===== config.mk =====
export PLATFORM = sky130hd
export DESIGN_NAME = btpc_temp
export DESIGN_NICKNAME = d
export VERILOG_FILES = /design/src/rtl/core/btpc_pkg.sv /design/src/rtl/core/btpc_temp.sv
export SDC_FILE = /design/constraint.sdc
export NUM_CORES = 2
export LEC_CHECK = 0
export ABC_AREA = 1
export BUFFER_PORTS_ARGS = -buffer_cell sky130_fd_sc_hd__buf_2
export CAP_MARGIN = 0
export CORE_UTILIZATION = 59
export CTS_CLUSTER_DIAMETER = 40
export DETAILED_ROUTE_END_ITERATION = 6
export GPL_TIMING_DRIVEN = 0
export MAX_ROUTING_LAYER = met4
export PLACE_DENSITY = 0.8
export SYNTH_ARGS = -nofsm -noshare
export SYNTH_HDL_FRONTEND = slang
export SYNTH_SLANG_ARGS = --single-unit

===== constraint.sdc =====
create_clock -name clk_i -period 6.65 [get_ports clk_i]
set_clock_uncertainty 0.05 [all_clocks]
set_input_delay 0.3325 -clock clk_i [delete_from_list [all_inputs] [get_ports clk_i]]
set_output_delay 0.3325 -clock clk_i [all_outputs]
set_load 0.03 [all_outputs]

===== src/rtl/core/btpc_pkg.sv =====
`timescale 1ns / 1ps
package btpc_pkg;

  localparam int unsigned RawW   = 20;
  localparam int unsigned TempW  = 32;
  localparam int unsigned PressW = 64;
  localparam int unsigned CalW   = 16;
  localparam int unsigned CfgW   = 32;
  localparam int unsigned CfgIdxW = 3;

  localparam logic [CfgIdxW-1:0] CFG_T1_T2 = 3'd0;
  localparam logic [CfgIdxW-1:0] CFG_T3_P1 = 3'd1;
  localparam logic [CfgIdxW-1:0] CFG_P2_P3 = 3'd2;
  localparam logic [CfgIdxW-1:0] CFG_P4_P5 = 3'd3;
  localparam logic [CfgIdxW-1:0] CFG_P6_P7 = 3'd4;
  localparam logic [CfgIdxW-1:0] CFG_P8_P9 = 3'd5;

  localparam logic [PressW-1:0] FineOffset = 64'd128000;
  localparam logic [PressW-1:0] PressBase  = 64'd1048576;
  localparam logic [PressW-1:0] PressScale = 64'd3125;
  localparam logic [PressW-1:0] OneQ47     = 64'h0000_8000_0000_0000;

  typedef struct packed {
    logic [CalW-1:0] t1;
    logic [CalW-1:0] t2;
    logic [CalW-1:0] t3;
  } tcal_t;

  function automatic logic [PressW-1:0] sext16(input logic [CalW-1:0] v);
    return {{(PressW-CalW){v[CalW-1]}}, v};
  endfunction

endpackage


===== src/rtl/core/btpc_temp.sv =====
`timescale 1ns / 1ps
module btpc_temp (
  input  logic                        clk_i,
  input  logic                        rst_ni,
  input  logic                        en_i,
  input  logic                        vld_i,
  input  logic [btpc_pkg::RawW-1:0]   adc_t_i,
  input  logic [btpc_pkg::RawW-1:0]   adc_p_i,
  input  btpc_pkg::tcal_t             cal_i,
  output logic                        vld_o,
  output logic [btpc_pkg::TempW-1:0]  temp_o,
  output logic [btpc_pkg::PressW-1:0] v1_o,
  output logic [btpc_pkg::RawW-1:0]   adc_p_o
);

  localparam int unsigned TW = btpc_pkg::TempW;
  localparam int unsigned RW = btpc_pkg::RawW;

  logic [4:0]    vld_q;
  logic [RW-1:0] adcp1_q, adcp2_q, adcp3_q, adcp4_q, adcp5_q;
  logic [TW-1:0] a_q, b_q, m1_q, m2_q, tv1_q, m3_q, tfine_q, temp_q;
  logic [TW-1:0] a_d, b_d, t2x, t3x, sq12, tv2, tf5;
  logic [btpc_pkg::PressW-1:0] v1_q;

  assign a_d  = {15'd0, adc_t_i[RW-1:3]} - {15'd0, cal_i.t1, 1'b0};
  assign b_d  = {16'd0, adc_t_i[RW-1:4]} - {16'd0, cal_i.t1};
  assign t2x  = {{16{cal_i.t2[15]}}, cal_i.t2};
  assign t3x  = {{16{cal_i.t3[15]}}, cal_i.t3};
  assign sq12 = $signed(m2_q) >>> 12;
  assign tv2  = $signed(m3_q) >>> 14;
  assign tf5  = (tfine_q << 2) + tfine_q + 32'd128;

  always_ff @(posedge clk_i) begin
    if (en_i) begin
      a_q     <= a_d;
      b_q     <= b_d;
      adcp1_q <= adc_p_i;
      m1_q    <= a_q * t2x;
      m2_q    <= b_q * b_q;
      adcp2_q <= adcp1_q;
      tv1_q   <= $signed(m1_q) >>> 11;
      m3_q    <= sq12 * t3x;
      adcp3_q <= adcp2_q;
      tfine_q <= tv1_q + tv2;
      adcp4_q <= adcp3_q;
      temp_q  <= $signed(tf5) >>> 8;
      v1_q    <= {{32{tfine_q[TW-1]}}, tfine_q} - btpc_pkg::FineOffset;
      adcp5_q <= adcp4_q;
    end
  end

  always_ff @(posedge clk_i or negedge rst_ni) begin
    if (!rst_ni) begin
      vld_q <= '0;
    end else if (en_i) begin
      vld_q <= {vld_q[3:0], vld_i};
    end
  end

  assign vld_o   = vld_q[4];
  assign temp_o  = temp_q;
  assign v1_o    = v1_q;
  assign adc_p_o = adcp5_q;

endmodule


==> impl_metrics.toml <==
[sta]
slew_viol_final = 0
rsz0062_at_grt = "yes"
max_clock_freq_mhz = 144
period_needed_ns = 6.93
max_slew.worst_pin.slew_ns = 1.21
hold_viol = 0
finalCritPeriodShare = 1.04
setup_tns_ns = -1.44
fin_ws_ns = -0.276
setup_viol = 11
max_slew_margin = 0.190

[drt]
drcViolationCount = 0
drt_iter0_drc = 3123
antenna_left = 0
finalWirelength_um = 120000
drt-pass1-iter-count = 6
wl_per_cell_um = 18.0
drt-vias-per-instance = 5.32
vias = 35500

[critical_path]
cp_slowest_cell = "fa_2"
critPathCapture = "m2_q[31]"
end_kind = "register"
path_class = "reg -> reg"
startpoint_type = "register"
startpoint = "a_q[30]"
ff2ff_path_depth = 31
max_stage_delay_ns = 0.62
crit_fanout = 5
reg2reg_to = "m2_q[31]"
cp.required_ns = 6.92
reg2reg_from = "a_q[30]"
worstPathArrival_ns = 7.19
ff2ff_setup_slack_ns = -0.28

[yosys]
ys_async_sr_fraction = 0.0184
syn_area_um2 = 46000
synth_edf_count = 267
synth_area_leader_cell = "fa_1"
synth.most_common_cell = "inv_1"
yosysWarningCount = 0
syn_inst = 5222
yosys_most_used_dff = "edfxtp_1"
syn-num-nets = 6533
syn_avg_cell_area_um2 = 8.81
netlist_top_cells_count = "inv_1, nand2_1, fa_1"
yosysSeqAreaShare = 0.177
synth-seq-cells = 272
ys_types = 55
synth_area_leaders = "fa_1, edfxtp_1, inv_1"
yosys.area.top_type_share = 0.375

[clock_network]
cts_num_sinks = 272
clkTransAtPathRegs_ns = 0.06
root_buffer = "clkbuf_16"
h-tree-depth = 2
cts_buffers = 43
clk_latency_ns = 0.59
clockBufferDepth = 3
tritoncts = "built"

[grt]
grt_pass1_wl_um = 185000
antenna_found_initial = 4
grt-ovfl-total = 0
grt_pass1_vias = 36700
track_usage = 0.312
grt_max_degree = 109

[place]
place_area_um2 = 48300
port_buffers = 179
gp_congestion = 0.988
hpwl_um = 94300

[layout]
final_util = 0.679
fillers = 5770
syn2layout_area_growth_pct = 14.0
drive_gt1_frac = 0.134
stdcell_area_um2 = 52500
nets = 6909

[status]
outcome = "finished with violations"
violations = "negative setup slack"

[floorplan]
core_area_um2 = 77300
die_x_um = 281
die_area_um2 = 79100
fp-row-count = 102
dieHeight_um = 281
start_util = 0.595
ios = 209

[run]
cap_violations = 0

[worst_hold_path]
hp-class = "in -> async"
## worst min-delay path by stage
stage                     startpoint        to  slack, ns  cells after the start
after detailed placement      rst_ni  vld_q[0]       0.10                      1
final                         rst_ni  vld_q[0]       0.06                      2
after global routing          rst_ni  vld_q[3]       0.06                      2
after CTS                     rst_ni  vld_q[4]       0.03                      2
after floorplan               rst_ni  vld_q[0]      -0.01                      0
after global placement        rst_ni  vld_q[4]        0.1                      1
## state kept, by name, summed over array words and instances (netlist names)
signal   flops
a_q         18
adc_p_o     20
adcp1_q     20
adcp2_q     20
adcp3_q     20
adcp4_q     20
m1_q        21
m2_q        20
m3_q        18
temp_o      24
tfine_q     22
tv1_q       21
v1_o        23
vld_q        5
## metal layers
metal | global-route usage | routed length [um] | vias up
met5 | - | 0 | -
met1 | 0.372 | 43900 | 17400
met3 | 0.0526 | 10600 | 457
li1 | - | - | 16000
met4 | 0.136 | 6180 | 0
met2 | 0.523 | 59400 | 1715
## worst max-delay path, delay by kind of cell, from the launching register on
family                   cells  cell delay [ns]
AND/OR/NAND/NOR             11             1.16
adder cells (fa/ha/maj)      9             3.88
buffers and inverters        9             0.89
flip-flops                   1             0.45
AO/OA/AOI/OAI                2             0.25
## layout by cell type, fill, tap and decap left out, types with 9 or more instances in the layout
cell type / instances
inv_1: 1470
nand2_1: 1142
fa_1: 840
ha_1: 326
edfxtp_1: 267
buf_2: 185
buf_4: 176
a21oi_1: 130
nor2_1: 128
xor2_1: 111
nand3_1: 83
o21ai_0: 66
clkbuf_1: 60
xnor2_1: 54
clkbuf_16: 47
inv_2: 39
nand4_1: 29
nand2_2: 28
ha_4: 27
nor3_1: 24
dlygate4sd3_1: 23
or2_2: 21
fa_2: 21
clkbuf_2: 19
o21bai_1: 19
nor2_2: 18
a21o_1: 18
clkbuf_8: 14
buf_1: 13
nand2_4: 12
a21oi_2: 12
buf_6: 11
clkbuf_4: 10
nand3b_1: 9
## layout make-up
cell class | instances | area (um^2) | area share
Inverter | 1518 | 5720 | 0.109
Clock inverter | 34 | 415 | 0.00792
Sequential cell | 272 | 8140 | 0.155
Tap cell | 1040 | 1300 | 0.0248
Antenna cell | 5 | 12.5 | 0.000238
Multi-Input combinational cell | 3238 | 32200 | 0.614
Timing Repair Buffer | 338 | 2270 | 0.0432
Buffer | 187 | 1290 | 0.0245
Clock buffer | 45 | 1080 | 0.0206
## cell families (layout without fill, tap and decap cells)
logic type / after synthesis / after routing / share of synthesized area
AND/OR/NAND/NOR: 1536 / 1536 / 0.136
other: 0 / 5 / 0
XOR/XNOR: 171 / 171 / 0.0329
adder cells (fa/ha/maj): 1219 / 1219 / 0.472
flip-flops: 272 / 272 / 0.177
AO/OA/AOI/OAI: 311 / 311 / 0.0387
buffers and inverters: 1712 / 2122 / 0.144
multiplexers: 1 / 1 / 0.000245
## through the flow
stage	hold WS, ns	instances	worst slack (ns)
floorplan	-0.0131	5222	-0.0215
global placement	0.0984	6441	-1.33
detailed placement	0.105	6443	-1.42
CTS	0.0320	6609	-0.130
global route	0.0591	6676	-0.521
finish	0.0555	6677	-0.276
## repair_timing
action	4_1_cts	5_1_grt
cloned	1	0
hold endpoints to repair	27	0
setup endpoints to repair	30	28
gates resized for setup	255	155
hold buffers	23	0
buffers inserted	68	65
pin swaps	83	92
Power is left out: the tool's default activity adds up to more than one toggle a clock period on the data nets, which glitch-free logic cannot reach.
